[src/sv/sls_pkg.sv]
// Shared types and constants of the scanline scheduler.
package sls_pkg;

    localparam int unsigned H_ACTIVE     = 640;
    localparam int unsigned HEADER_WORDS = 7;
    localparam int unsigned LB_HALF_WORDS = H_ACTIVE / 2;

    localparam int unsigned QUEUE_DEPTH = 4;
    localparam int unsigned QPTR_W      = $clog2(QUEUE_DEPTH);
    localparam int unsigned QCNT_W      = $clog2(QUEUE_DEPTH + 1);

    localparam logic [10:0] H_ACTIVE_V      = 11'(H_ACTIVE);
    localparam logic [10:0] HEADER_WORDS_V  = 11'(HEADER_WORDS);
    localparam logic [10:0] LB_HALF_WORDS_V = 11'(LB_HALF_WORDS);

    localparam logic [2:0] CFG_V_FRONT_PORCH  = 3'd0;
    localparam logic [2:0] CFG_V_SYNC_WIDTH   = 3'd1;
    localparam logic [2:0] CFG_V_BACK_PORCH   = 3'd2;
    localparam logic [2:0] CFG_V_ACTIVE_LINES = 3'd3;
    localparam logic [2:0] CFG_DOUBLE_BUFFER  = 3'd4;

    localparam logic [7:0] RST_V_FRONT_PORCH  = 8'd10;
    localparam logic [5:0] RST_V_SYNC_WIDTH   = 6'd2;
    localparam logic [7:0] RST_V_BACK_PORCH   = 8'd33;
    localparam logic [9:0] RST_V_ACTIVE_LINES = 10'd480;

    localparam logic [10:0] RST_LINE_COUNTER = 11'd2;
    localparam logic [10:0] FRAME_START_LINE = 11'd2;
    localparam logic [1:0]  RST_H_SCALE      = 2'd1;
    localparam logic [1:0]  RST_V_SCALE      = 2'd0;
    localparam logic [1:0]  H_SCALE_QUAD     = 2'd2;

    typedef enum logic [2:0] {
        KIND_VSYNC  = 3'd0,
        KIND_BLANK  = 3'd1,
        KIND_ACTIVE = 3'd2,
        KIND_PIXEL  = 3'd3,
        KIND_DROP   = 3'd4
    } sls_kind_t;

    // One classified item as it travels from the front to the back.
    typedef struct packed {
        sls_kind_t   kind;
        logic        buffer_half;
        logic [9:0]  source_line;
        logic        fetch_line;
        logic [9:0]  fetch_width;
        logic [8:0]  write_offset;
        logic [15:0] pixel_word;
        logic        render_request;
        logic        buffers_swapped;
        logic        dual_word;
    } sls_rec_t;

endpackage

[src/sv/sls_front.sv]
// Front end: configuration, line sequencing state and pixel classification.
module sls_front import sls_pkg::*; (
    input  logic        aclk,
    input  logic        aresetn,
    input  logic        accept,
    input  logic        op,
    input  logic [15:0] pixel_value,
    input  logic        render_done,
    input  logic        mode_request,
    input  logic [1:0]  new_h_scale,
    input  logic [1:0]  new_v_scale,
    input  logic        cfg_wr_en,
    input  logic [2:0]  cfg_index,
    input  logic [9:0]  cfg_data,
    output sls_rec_t    rec
);

    logic [7:0] v_front_porch_reg, v_front_porch_next;
    logic [5:0] v_sync_width_reg, v_sync_width_next;
    logic [7:0] v_back_porch_reg, v_back_porch_next;
    logic [9:0] v_active_lines_reg, v_active_lines_next;
    logic       double_buffer_reg, double_buffer_next;
    logic [8:0]  sync_end_reg, sync_end_next;
    logic [9:0]  blank_end_reg, blank_end_next;
    logic [10:0] total_reg, total_next;

    logic [10:0] line_counter_reg, line_counter_next;
    logic [1:0]  h_scale_reg, h_scale_next;
    logic [1:0]  v_scale_reg, v_scale_next;
    logic [1:0]  pending_h_reg, pending_h_next;
    logic [1:0]  pending_v_reg, pending_v_next;
    logic        mode_pending_reg, mode_pending_next;
    logic        render_pending_reg, render_pending_next;
    logic        display_select_reg, display_select_next;
    logic        fill_half_reg, fill_half_next;
    logic        fill_active_reg, fill_active_next;
    logic [9:0]  fill_index_reg, fill_index_next;

    // Configuration and the frame boundaries derived from it.
    always_comb begin
        v_front_porch_next  = v_front_porch_reg;
        v_sync_width_next   = v_sync_width_reg;
        v_back_porch_next   = v_back_porch_reg;
        v_active_lines_next = v_active_lines_reg;
        double_buffer_next  = double_buffer_reg;
        if (!aresetn) begin
            v_front_porch_next  = RST_V_FRONT_PORCH;
            v_sync_width_next   = RST_V_SYNC_WIDTH;
            v_back_porch_next   = RST_V_BACK_PORCH;
            v_active_lines_next = RST_V_ACTIVE_LINES;
            double_buffer_next  = 1'b0;
        end else if (cfg_wr_en) begin
            unique case (cfg_index)
                CFG_V_FRONT_PORCH:  v_front_porch_next  = cfg_data[7:0];
                CFG_V_SYNC_WIDTH:   v_sync_width_next   = cfg_data[5:0];
                CFG_V_BACK_PORCH:   v_back_porch_next   = cfg_data[7:0];
                CFG_V_ACTIVE_LINES: v_active_lines_next = cfg_data;
                CFG_DOUBLE_BUFFER:  double_buffer_next  = cfg_data[0];
                default: ;
            endcase
        end
        sync_end_next  = {1'b0, v_front_porch_next} + {3'b0, v_sync_width_next};
        blank_end_next = {1'b0, sync_end_next} + {2'b0, v_back_porch_next};
        total_next     = {1'b0, blank_end_next} + {1'b0, v_active_lines_next};
    end

    always_ff @(posedge aclk) begin
        v_front_porch_reg  <= v_front_porch_next;
        v_sync_width_reg   <= v_sync_width_next;
        v_back_porch_reg   <= v_back_porch_next;
        v_active_lines_reg <= v_active_lines_next;
        double_buffer_reg  <= double_buffer_next;
        sync_end_reg       <= sync_end_next;
        blank_end_reg      <= blank_end_next;
        total_reg          <= total_next;
    end

    logic [10:0] shifted_width;
    logic [9:0]  width;
    logic        quad;
    logic [10:0] words;
    logic [9:0]  taken;
    logic [10:0] offset_sum;
    logic [10:0] dl;
    logic [10:0] v_mask;
    logic [10:0] src_full;
    logic        fetch;
    logic [10:0] line_inc;

    always_comb begin
        shifted_width = H_ACTIVE_V >> h_scale_reg;
        width         = shifted_width[9:0];
        quad          = (h_scale_reg == H_SCALE_QUAD);
        words         = quad ? 11'd2 : 11'd1;
        taken         = quad ? (fill_index_reg >> 1) : fill_index_reg;
        offset_sum    = HEADER_WORDS_V + {1'b0, fill_index_reg};
        dl            = line_counter_reg - {1'b0, blank_end_reg};
        v_mask        = (11'd1 << v_scale_reg) - 11'd1;
        fetch         = ((dl & v_mask) == 11'd0);
        src_full      = dl >> v_scale_reg;
        line_inc      = line_counter_reg + 11'd1;

        line_counter_next   = line_counter_reg;
        h_scale_next        = h_scale_reg;
        v_scale_next        = v_scale_reg;
        pending_h_next      = pending_h_reg;
        pending_v_next      = pending_v_reg;
        mode_pending_next   = mode_pending_reg;
        render_pending_next = render_pending_reg;
        display_select_next = display_select_reg;
        fill_half_next      = fill_half_reg;
        fill_active_next    = fill_active_reg;
        fill_index_next     = fill_index_reg;
        rec                 = '0;

        // Software flags take effect before the line or pixel work.
        if (render_done) begin
            render_pending_next = 1'b0;
        end
        if (mode_request) begin
            mode_pending_next = 1'b1;
            pending_h_next    = new_h_scale;
            pending_v_next    = new_v_scale;
        end

        if (op) begin
            rec.buffer_half = fill_half_reg;
            if (!fill_active_reg || (taken >= width)
                    || ({1'b0, fill_index_reg} + words > LB_HALF_WORDS_V)) begin
                rec.kind = KIND_DROP;
            end else begin
                fill_index_next  = fill_index_reg + words[9:0];
                rec.kind         = KIND_PIXEL;
                rec.write_offset = offset_sum[8:0];
                rec.pixel_word   = pixel_value;
                rec.dual_word    = quad;
            end
        end else begin
            fill_active_next = 1'b0;
            if ((line_counter_reg >= {3'b0, v_front_porch_reg})
                    && (line_counter_reg < {2'b0, sync_end_reg})) begin
                rec.kind = KIND_VSYNC;
            end else if (line_counter_reg < {1'b0, blank_end_reg}) begin
                rec.kind = KIND_BLANK;
            end else begin
                rec.kind        = KIND_ACTIVE;
                rec.fetch_line  = fetch;
                rec.source_line = src_full[9:0];
                rec.buffer_half = src_full[0];
                rec.fetch_width = width;
                if (fetch) begin
                    fill_active_next = 1'b1;
                    fill_half_next   = src_full[0];
                    fill_index_next  = '0;
                end
            end

            line_counter_next = line_inc;
            if (line_inc == total_reg) begin
                line_counter_next = '0;
            end else if (line_inc == FRAME_START_LINE) begin
                if (!render_pending_next) begin
                    if (double_buffer_reg) begin
                        display_select_next = ~display_select_reg;
                        rec.buffers_swapped = 1'b1;
                    end
                    render_pending_next = 1'b1;
                end
                if (mode_pending_next) begin
                    h_scale_next      = pending_h_next;
                    v_scale_next      = pending_v_next;
                    mode_pending_next = 1'b0;
                    pending_h_next    = RST_H_SCALE;
                    pending_v_next    = RST_V_SCALE;
                end
            end
        end
        rec.render_request = render_pending_next;
    end

    always_ff @(posedge aclk) begin
        if (!aresetn) begin
            line_counter_reg   <= RST_LINE_COUNTER;
            h_scale_reg        <= RST_H_SCALE;
            v_scale_reg        <= RST_V_SCALE;
            pending_h_reg      <= RST_H_SCALE;
            pending_v_reg      <= RST_V_SCALE;
            mode_pending_reg   <= 1'b0;
            render_pending_reg <= 1'b1;
            display_select_reg <= 1'b0;
            fill_half_reg      <= 1'b0;
            fill_active_reg    <= 1'b0;
            fill_index_reg     <= '0;
        end else if (accept) begin
            line_counter_reg   <= line_counter_next;
            h_scale_reg        <= h_scale_next;
            v_scale_reg        <= v_scale_next;
            pending_h_reg      <= pending_h_next;
            pending_v_reg      <= pending_v_next;
            mode_pending_reg   <= mode_pending_next;
            render_pending_reg <= render_pending_next;
            display_select_reg <= display_select_next;
            fill_half_reg      <= fill_half_next;
            fill_active_reg    <= fill_active_next;
            fill_index_reg     <= fill_index_next;
        end
    end

endmodule

[src/sv/sls_queue.sv]
// Short record queue that decouples the front end from the result stage.
module sls_queue import sls_pkg::*; (
    input  logic     aclk,
    input  logic     aresetn,
    input  logic     push,
    input  sls_rec_t push_rec,
    output logic     full,
    input  logic     pop,
    output logic     head_valid,
    output sls_rec_t head_rec
);

    sls_rec_t            entries_reg [QUEUE_DEPTH];
    logic [QPTR_W-1:0]   wr_ptr_reg, wr_ptr_next;
    logic [QPTR_W-1:0]   rd_ptr_reg, rd_ptr_next;
    logic [QCNT_W-1:0]   count_reg, count_next;

    assign full       = (count_reg == QCNT_W'(QUEUE_DEPTH));
    assign head_valid = (count_reg != '0);
    assign head_rec   = entries_reg[rd_ptr_reg];

    always_comb begin
        wr_ptr_next = push ? wr_ptr_reg + QPTR_W'(1) : wr_ptr_reg;
        rd_ptr_next = pop ? rd_ptr_reg + QPTR_W'(1) : rd_ptr_reg;
        count_next  = count_reg;
        if (push && !pop) begin
            count_next = count_reg + QCNT_W'(1);
        end else if (pop && !push) begin
            count_next = count_reg - QCNT_W'(1);
        end
    end

    always_ff @(posedge aclk) begin
        if (push) begin
            entries_reg[wr_ptr_reg] <= push_rec;
        end
    end

    always_ff @(posedge aclk) begin
        if (!aresetn) begin
            wr_ptr_reg <= '0;
            rd_ptr_reg <= '0;
            count_reg  <= '0;
        end else begin
            wr_ptr_reg <= wr_ptr_next;
            rd_ptr_reg <= rd_ptr_next;
            count_reg  <= count_next;
        end
    end

endmodule

[src/sv/sls_back.sv]
// Result stage: expands queued records into result transfers.
module sls_back import sls_pkg::*; (
    input  logic        aclk,
    input  logic        aresetn,
    input  logic        head_valid,
    input  sls_rec_t    head_rec,
    output logic        pop,
    output logic        m_tvalid,
    input  logic        m_tready,
    output sls_rec_t    out_rec,
    output logic        m_tlast
);

    logic     valid_reg, valid_next;
    logic     second_reg, second_next;
    sls_rec_t rec_reg, rec_next;
    logic     last_reg, last_next;
    logic     load;

    // A quadruple-scale pixel stays at the head until its second word is loaded into the result register.
    always_comb begin
        load        = head_valid && (!valid_reg || m_tready);
        pop         = load && !(head_rec.dual_word && !second_reg);
        valid_next  = valid_reg;
        second_next = second_reg;
        rec_next    = rec_reg;
        last_next   = last_reg;
        if (load) begin
            valid_next = 1'b1;
            rec_next   = head_rec;
            last_next  = 1'b1;
            if (head_rec.dual_word && !second_reg) begin
                last_next   = 1'b0;
                second_next = 1'b1;
            end else if (second_reg) begin
                rec_next.write_offset = head_rec.write_offset + 9'd1;
                second_next           = 1'b0;
            end
        end else if (m_tready) begin
            valid_next = 1'b0;
        end
    end

    always_ff @(posedge aclk) begin
        if (!aresetn) begin
            valid_reg  <= 1'b0;
            second_reg <= 1'b0;
        end else begin
            valid_reg  <= valid_next;
            second_reg <= second_next;
        end
    end

    always_ff @(posedge aclk) begin
        rec_reg  <= rec_next;
        last_reg <= last_next;
    end

    assign m_tvalid = valid_reg;
    assign out_rec  = rec_reg;
    assign m_tlast  = last_reg;

endmodule

[src/sv/scanline_scheduler_with_scaling.sv]
// Top level of the scanline scheduler with pixel and line scaling.
//
// The scheduler sequences a video frame one line at a time and fills the line
// buffer from framebuffer pixels. An input transfer is either a line-finished
// event (s_tuser 0) or a framebuffer pixel (s_tuser 1). A line event returns
// one result that gives the kind of the next queued line (vsync blank, blank
// or active) and, for active lines, the buffer half, the source line and the
// fetch request. A pixel returns one line-buffer word, two words in a row when
// the horizontal scale is four, or one dropped-pixel result. One input
// transfer is taken per clock cycle while the record queue has room. The
// result port moves one result per cycle while m_tready is high, and a
// quadruple-scale pixel needs two results there. A four-entry record queue
// sits between the classifying front end and the result register, so input
// keeps flowing while a finished result waits for m_tready. A result passes
// through the queue and then the result register before m_tvalid offers it.
// Configuration is written through cfg_wr_en, cfg_index and cfg_data; the
// user must do so while the block is idle, which the block does not enforce.
// A write takes effect on the next item; there is no read-back.
module scanline_scheduler_with_scaling import sls_pkg::*; (
    input  logic        aclk,
    input  logic        aresetn,
    input  logic        s_tvalid,
    output logic        s_tready,
    // pixel_value[15:0], render_done[16], mode_request[17],
    // new_h_scale[19:18], new_v_scale[21:20], zero fill above
    input  logic [23:0] s_tdata,
    // op[0]
    input  logic        s_tuser,
    output logic        m_tvalid,
    input  logic        m_tready,
    // buffer_half[0], source_line[10:1], fetch_line[11], fetch_width[21:12],
    // write_offset[30:22], pixel_word[46:31], render_request[47],
    // buffers_swapped[48], zero fill above
    output logic [55:0] m_tdata,
    // kind[2:0]
    output logic [2:0]  m_tuser,
    output logic        m_tlast,
    input  logic        cfg_wr_en,
    input  logic [2:0]  cfg_index,
    input  logic [9:0]  cfg_data
);

    logic     accept;
    logic     queue_full;
    sls_rec_t front_rec;
    logic     head_valid;
    sls_rec_t head_rec;
    logic     pop;
    sls_rec_t out_rec;

    // Every accepted transfer leaves exactly one record in the queue, so the
    // input side only has to see that the queue has room.
    assign s_tready = !queue_full;
    assign accept   = s_tvalid && s_tready;

    sls_front u_front (
        .aclk         (aclk),
        .aresetn      (aresetn),
        .accept       (accept),
        .op           (s_tuser),
        .pixel_value  (s_tdata[15:0]),
        .render_done  (s_tdata[16]),
        .mode_request (s_tdata[17]),
        .new_h_scale  (s_tdata[19:18]),
        .new_v_scale  (s_tdata[21:20]),
        .cfg_wr_en    (cfg_wr_en),
        .cfg_index    (cfg_index),
        .cfg_data     (cfg_data),
        .rec          (front_rec)
    );

    sls_queue u_queue (
        .aclk       (aclk),
        .aresetn    (aresetn),
        .push       (accept),
        .push_rec   (front_rec),
        .full       (queue_full),
        .pop        (pop),
        .head_valid (head_valid),
        .head_rec   (head_rec)
    );

    sls_back u_back (
        .aclk       (aclk),
        .aresetn    (aresetn),
        .head_valid (head_valid),
        .head_rec   (head_rec),
        .pop        (pop),
        .m_tvalid   (m_tvalid),
        .m_tready   (m_tready),
        .out_rec    (out_rec),
        .m_tlast    (m_tlast)
    );

    // The internal word-pair flag is not part of the result payload.
    assign m_tuser = out_rec.kind;
    assign m_tdata = {7'd0,
                      out_rec.buffers_swapped,
                      out_rec.render_request,
                      out_rec.pixel_word,
                      out_rec.write_offset,
                      out_rec.fetch_width,
                      out_rec.fetch_line,
                      out_rec.source_line,
                      out_rec.buffer_half};

endmodule

[config.mk]
export PLATFORM = sky130hd
export DESIGN_NAME = scanline_scheduler_with_scaling
export DESIGN_NICKNAME = d
export VERILOG_FILES = /design/src/sv/sls_pkg.sv /design/src/sv/sls_front.sv /design/src/sv/sls_queue.sv /design/src/sv/sls_back.sv /design/src/sv/scanline_scheduler_with_scaling.sv
export SDC_FILE = /design/constraint.sdc
export NUM_CORES = 1
export LEC_CHECK = 0
export ABC_AREA = 1
export BUFFER_PORTS_ARGS = -buffer_cell sky130_fd_sc_hd__buf_2
export CAP_MARGIN = 10
export CORE_MARGIN = 2
export CORE_UTILIZATION = 61
export CTS_BUF_LIST = sky130_fd_sc_hd__clkbuf_16
export CTS_CLUSTER_DIAMETER = 80
export DETAILED_ROUTE_END_ITERATION = 8
export PLACE_DENSITY = 0.88
export SYNTH_ARGS = -nofsm -noshare
export SYNTH_HDL_FRONTEND = slang
export SYNTH_SLANG_ARGS = --single-unit
export TNS_END_PERCENT = 100
[constraint.sdc]
create_clock -name aclk -period 5.2 [get_ports aclk]
set_input_delay 0.52 -clock aclk [delete_from_list [all_inputs] [get_ports aclk]]
set_output_delay 0.52 -clock aclk [all_outputs]
set_load 0.005 [all_outputs]
Yosys cells after proc, flatten, opt, wreduce, memory -nomap -nowiden --
Memories as Yosys holds them, arrays and structs flattened. A register that Yosys moved wholly into a read port is not among the register bits. Index checks and enable logic that the tools add are counted.
Word-level totals: register bits 158, input bits 43, latch bits 0, memories kept 1, memory bits (writable) 212, output and inout bits 62, memory bits (read-only) 0
Memories:
- u_queue.entries_reg | words 4, bits a word 53, rd ports 1, clocked after Yosys merged registers in 1, wr ports 1, RTL line sls_queue.sv:13 | sls_rec_t entries_reg [QUEUE_DEPTH];
Cells by class: reduce and logical (&&, ||, !) cells 28, bitwise logic cells 5, mux-type cells 69, add/sub/neg operators 14, order comparisons 5, equality and inequality tests 11, $mul 0, div/mod/pow operators 0, shifts and indexed selects 3
Operator list (count):
- 2-to-1 mux 10 bit | 9
- 2-to-1 mux 25 bit | 2
- 2-to-1 mux 8 bit | 6
- 2-to-1 mux 22 bit | 2
- 2-to-1 mux 2 bit | 15
- 2-to-1 mux 1 bit | 24
- 2-to-1 mux 21 bit | 1
- 2-to-1 mux 6 bit | 3
- 2-to-1 mux 9 bit | 2
- AND reduction 5 bit | 3
- adder 10 x 10 -> 11 bit | 1
- adder 10 x 2 -> 11 bit | 1
- adder 11 x 1 -> 11 bit (second input constant) | 1
- bitwise AND 11 bit | 1
- == test 11 bit | 1
- == test 11 x 2 -> 1 bit (second input constant) | 1
- >= comparator 11 x 8 -> 1 bit | 1
- greater-than comparator 11 x 9 -> 1 bit (second input constant) | 1
- zero test 11 bit | 1
- less-than comparator 11 x 10 -> 1 bit | 1
- less-than comparator 11 x 9 -> 1 bit | 1
- 2-to-1 mux 11 bit | 1
- left shift 1 x 2 -> 11 bit (first input constant) | 1
- >> shifter 11 x 2 -> 10 bit | 1
- other kinds (27) | 54

Logic depth before layout (Yosys ltp) --
depth after elaboration 8, mapped depth 30, mapped depth without buffers 29

Modules after synthesis --
Synthesis repeated with hierarchy kept, for this count alone.
Unflattened totals: cell total of the unflattened synthesis 1734, area total of the unflattened synthesis 17476.8 µm²
By module, submodules not included:
- sls_queue | cells an instance 572, sequential area each 6546.3 µm², area each 8480.6 µm², instances 1
- sls_front | cells an instance 1038, sequential area each 1921.8 µm², area each 6999.2 µm², instances 1
- sls_back | cells an instance 113, sequential area each 1661.6 µm², area each 1926.8 µm², instances 1
- scanline_scheduler_with_scaling | cells an instance 11, sequential area each 0.0 µm², area each 70.1 µm², instances 1

Worst setup path before layout --
OpenSTA, ideal clock, no wires.
path type register to register, from register u_queue.count_reg[0], to register u_queue.count_reg[1], path slack 0.606 ns, data arrival time 4.474 ns, cell stages (with the launch flop) 9, required time 5.080 ns, cells stage by stage dfxtp_1 -> inv_1 -> a31oi_1 -> nand2_1 -> ha_1 -> inv_1 -> fa_1 -> o21ai_0 -> a21oi_1
Between the ends: cells in the longest elaborated chain, start to end 6
RTL lines:
- from (decl) | RTL line sls_queue.sv:16 | logic [QCNT_W-1:0] count_reg, count_next;
- from (signal assigned) | RTL line sls_queue.sv:47 | count_reg <= count_next;
- nonzero test 3 bit | RTL line sls_queue.sv:19 | assign head_valid = (count_reg != '0);
- logical AND 1 bit | RTL line sls_back.sv:22 | load = head_valid && (!valid_reg || m_tready);
- named net u_back.load | RTL line sls_back.sv:18 | logic load;
- logical AND 1 bit | RTL line sls_back.sv:23 | pop = load && !(head_rec.dual_word && !second_reg);
- zero test 1 bit | RTL line sls_queue.sv:26 | if (push && !pop) begin
- logical AND 1 bit | RTL line sls_queue.sv:26
- 2-to-1 mux 3 bit | RTL line sls_queue.sv:26
- named net u_queue.count_next[1] | RTL line sls_queue.sv:16
The timed path passes the listed nets, and every way through them passes these cells. The select of a mux whose other input is x is not followed. A chain may end at the register's enable or synchronous reset.

Worst setup path after layout --
from input cfg_index[2], to register u_front.total_reg[10]
Between the ends: cells in the longest elaborated chain, start to end 7
RTL lines:
- from (decl) | RTL line scanline_scheduler_with_scaling.sv:39 | input logic [2:0] cfg_index,
- == test 3 x 1 -> 1 bit | RTL line sls_front.sv:53 | unique case (cfg_index)
- 2-to-1 mux 6 bit | RTL line sls_front.sv:53
- 2-to-1 mux 6 bit | RTL line sls_front.sv:52 | end else if (cfg_wr_en) begin
- 2-to-1 mux 6 bit | RTL line sls_front.sv:46 | if (!aresetn) begin
- named net u_front.v_sync_width_next[1] | RTL line sls_front.sv:19 | logic [5:0] v_sync_width_reg, v_sync_width_next;
- adder 8 x 6 -> 9 bit | RTL line sls_front.sv:62 | sync_end_next = {1'b0, v_front_porch_next} + {3'b0, v_sync_width_next};
- named net u_front.sync_end_next[4] | RTL line sls_front.sv:23 | logic [8:0] sync_end_reg, sync_end_next;
- adder 9 x 8 -> 10 bit | RTL line sls_front.sv:63 | blank_end_next = {1'b0, sync_end_next} + {2'b0, v_back_porch_next};
- named net u_front.blank_end_next[5] | RTL line sls_front.sv:24 | logic [9:0] blank_end_reg, blank_end_next;
- adder 10 x 10 -> 11 bit | RTL line sls_front.sv:64 | total_next = {1'b0, blank_end_next} + {1'b0, v_active_lines_next};
- named net u_front.total_next[10] | RTL line sls_front.sv:25 | logic [10:0] total_reg, total_next;
- to (signal assigned) | RTL line sls_front.sv:75 | total_reg <= total_next;
- to (decl) | RTL line sls_front.sv:25
The timed path passes the listed nets, and every way through them passes these cells.

==> results by group <==
Routing
  – Final wirelength: 36.9 mm
  – Avg Vias per Cell: 5.76
  – Final ANT Viol Nets: 0
  – DRT Pass-1 Iters: 6
  – Via Count: 12500
  – Routed len/inst: 17.0 um
  – 1st-iter DRT viols: 1251
  – DRC violations left: 0

Place
  – Gp weighted congestion: 0.956
  – Port bufs: 91
  – Pre-CTS WS: 0.394 ns
  – Dpl hpwl: 23.8 mm
  – Placed Area: 17200 sq um

GRT
  – First-pass GRT wire length: 58.7 mm
  – Grt total ovfl: 0
  – Vias in the first global route: 12200
  – Largest net degree at the start of global routing: 97
  – Antenna violations before repair: 2
  – Total GRT Usage: 25.8%

Outcome
  – Status: complete, no violations

Critical path
  – CP Cell Sequence: buf_2, nor4_1, inv_1, o211ai_1, inv_1, fa_1, o21ai_0, xor2_1, inv_1, ha_1, inv_1, nor2_1, nor2_1, xor2_1, inv_1, ha_1, nand2_1, o21ai_0, nand2_1, o21ai_0, nand2_1, a21oi_1
  – Crit path capture type: register
  – CP max stage cell: fa_1
  – CP max stage delay: 0.46 ns
  – CP Data Arrival Time: 4.79 ns
  – Startpoint Class: input port
  – R2R Setup Slk: 1.13 ns
  – Reg2Reg Capture Point: u_front.total_reg[9]$_DFF_P_
  – Crit path max-delay family: compound AO/OA/AOI/OAI gates
  – Worst r2r src: u_front.v_sync_width_reg[2]$_DFF_P_
  – CP most frequent cell: inv_1
  – Worst-path maximum fanout: 7
  – Reg2Reg Depth: 22
  – Worst Path Required: 5.65 ns
  – Buf+Inv Stages, Crit Path: 6
  – Crit Path Category: input port to register

STA
  – Hold slack: 0.301 ns
  – Tcrit/Tclk final: 83.5%
  – Fmax: 230 MHz
  – Setup TNS: 0 ns
  – RSZ-0062 raised after global routing: false
  – Final Hold Viols: 0
  – Worst-margin pin slew: 0.955 ns
  – Final setup margin: 0.858 ns
  – Max Slew Vio Count: 0
  – Final Skew: 0.0334 ns
  – Slew HR: 36.3%
  – Count of final setup violators: 0
  – Crit path time final: 4.34 ns

Die
  – Full die area: 28300 sq um
  – Die W: 168 um
  – Die Y: 168 um
  – I/O Pins: 105
  – Initial Utilization: 61.5%
  – Site Rows: 60
  – Core Area: 26700 sq um

Clock network
  – Clock latency on the worst-skew pair: 0.53 ns
  – Hold Buf Count CTS: 0
  – CTS tree: built
  – CTS Buf Count: 37
  – CTS max path bufs: 3
  – CTS Root Cell: clkbuf_16
  – Cts repair resizes: 0
  – # clock sinks: 352
  – Post-CTS Setup Inserts: 0
  – Max H-tree Level: 2
  – Clk slew on worst S/H paths: 0.06 ns

Min path
  – Hold Startpoint: cfg_data[9]
  – Worst hold endpoint: u_front.v_active_lines_reg[9]$_DFF_P_
  – Worst min path class: input port to register
  – Worst hold path depth: 3

Logic synthesis
  – Synth warnings: 0
  – Async S/R FF share, synth: 0%
  – Seq/Total Area, Yosys: 57.8%
  – Post-Syn Instances: 1718
  – FF+latch count, synth: 352
  – Avg Cell Area, Syn: 9.57 sq um
  – Synth unique cells: 49
  – EDFF count, synth: 245
  – Synth Cell Area: 16400 sq um
  – Prevailing post-synth register cell: edfxtp_1

Pwr
  – Static Leakage: 7.76 nW
  – VDD IR max: 0.307 mV
  – Pwr per Cell Area: 438 nW/um^2

Finish
  – Diodes inserted: 0
  – Area growth syn-to-layout: 11.3%
  – Share of cells above drive strength 1: 10.6%
  – Cell area after layout: 18300 sq um
  – Max FFs per register: 196
  – Layout net count: 1921

Job
  – Max Cap Viol: 0
## metal layers
metal | GRT usage [%] | up-vias | wire length (um)
li1 | - | 5961 | -
met5 | 0 | - | 13
met2 | 44.1 | 609 | 17800
met4 | 10.3 | 2 | 1040
met3 | 4.21 | 90 | 2900
met1 | 33.1 | 5864 | 15100
## synthesized netlist by cell type, types with 6 or more instances
master | instances | area share, %
a21oi_1 | 81 | 2.5
buf_2 | 15 | 0.46
buf_4 | 12 | 0.55
clkbuf_1 | 35 | 0.80
dfxtp_1 | 107 | 13
edfxtp_1 | 245 | 45
fa_1 | 6 | 0.73
ha_1 | 66 | 5.0
inv_1 | 184 | 4.2
inv_2 | 10 | 0.23
nand2_1 | 298 | 6.8
nand2_2 | 7 | 0.27
nand3_1 | 80 | 2.4
nand3b_1 | 7 | 0.32
nand4_1 | 17 | 0.65
nor2_1 | 234 | 5.3
nor3_1 | 14 | 0.43
o21ai_0 | 149 | 4.5
o22ai_1 | 45 | 1.7
xnor2_1 | 9 | 0.48
xor2_1 | 29 | 1.5
## cells by family after synthesis
family                   after synthesis  share of synthesized area, %
multiplexers                           4                         0.244
buffers and inverters                267                          6.58
XOR/XNOR                              38                          2.02
AND/OR/NAND/NOR                      677                          17.3
flip-flops                           352                          57.8
adder cells (fa/ha/maj)               72                          5.75
AO/OA/AOI/OAI                        307                          10.2
other                                  1                        0.0228
## final cells by class
class,count,area (sq um)
repair buffers,106,568
clock buffers,38,951
clock inverters,27,150
inverters,200,752
well taps,341,427
flip-flops and latches,352,9500
fillers,1849,8440
multi-input cells,1109,5940
## worst reg2reg max path, cell delays in order, from the launching register on
cell and delay, ns:
dfxtp_1 0.32, o21ai_0 0.24, nor2_1 0.10, ha_1 0.36
a21o_1 0.20, a31oi_1 0.21, xor2_1 0.16, inv_1 0.07
ha_1 0.35, a21oi_1 0.15, o21ai_0 0.11, a21oi_1 0.16
nor2_1 0.07, nor2_1 0.12, xor2_1 0.15, inv_1 0.06
ha_1 0.35, a21o_1 0.18, a31oi_1 0.24, nand3b_1 0.18
nand2_1 0.06, nand2_1 0.05, nand2_1 0.05
## per-stage QoR
step | util [%] | power (mW) | cells
detailed placement | 64.3 | 5.64 | 2108
CTS | 68.4 | 8.01 | 2173
floorplan | - | 4.99 | 1728
finish | 68.4 | 8.01 | 2173
global route | 68.4 | 8.35 | 2173
global placement | 64.3 | 5.52 | 2108
## layout by cell type, fill, tap and decap left out, drive strengths merged, types with 9 or more instances in the layout
cell / netlist / final
a21oi: 84 / 84
buf: 32 / 106
clkbuf: 35 / 38
clkinv: 6 / 19
conb: 1 / 11
dfxtp: 107 / 107
edfxtp: 245 / 245
ha: 66 / 66
inv: 194 / 206
nand2: 305 / 305
nand3: 82 / 82
nand4: 19 / 19
nor2: 244 / 244
nor3: 14 / 14
o21ai: 151 / 151
o22ai: 45 / 45
xnor2: 9 / 9
xor2: 29 / 29
## power breakdown
group / internal, mW / switching, mW
clock: 1.33 / 1.06
sequential: 3.59 / 0.160
combinational: 0.598 / 1.27
total: 5.52 / 2.49
## worst max-delay path by stage
| stage | start | end | depth (start not counted) |
|---|---|---|---|
| detailed placement | cfg_index[2] | u_front.total_reg[10]$_DFF_P_ | 22 |
| global placement | cfg_index[2] | u_front.total_reg[10]$_DFF_P_ | 24 |
| CTS | cfg_index[2] | u_front.total_reg[10]$_DFF_P_ | 22 |
| global route | cfg_index[0] | u_front.total_reg[10]$_DFF_P_ | 23 |
| finish | cfg_index[2] | u_front.total_reg[10]$_DFF_P_ | 22 |
| floorplan | u_queue.count_reg[0]$_SDFFE_PN0P_ | u_queue.count_reg[1]$_SDFFE_PN0P_ | 8 |
Power figures use the tool's default switching activity.
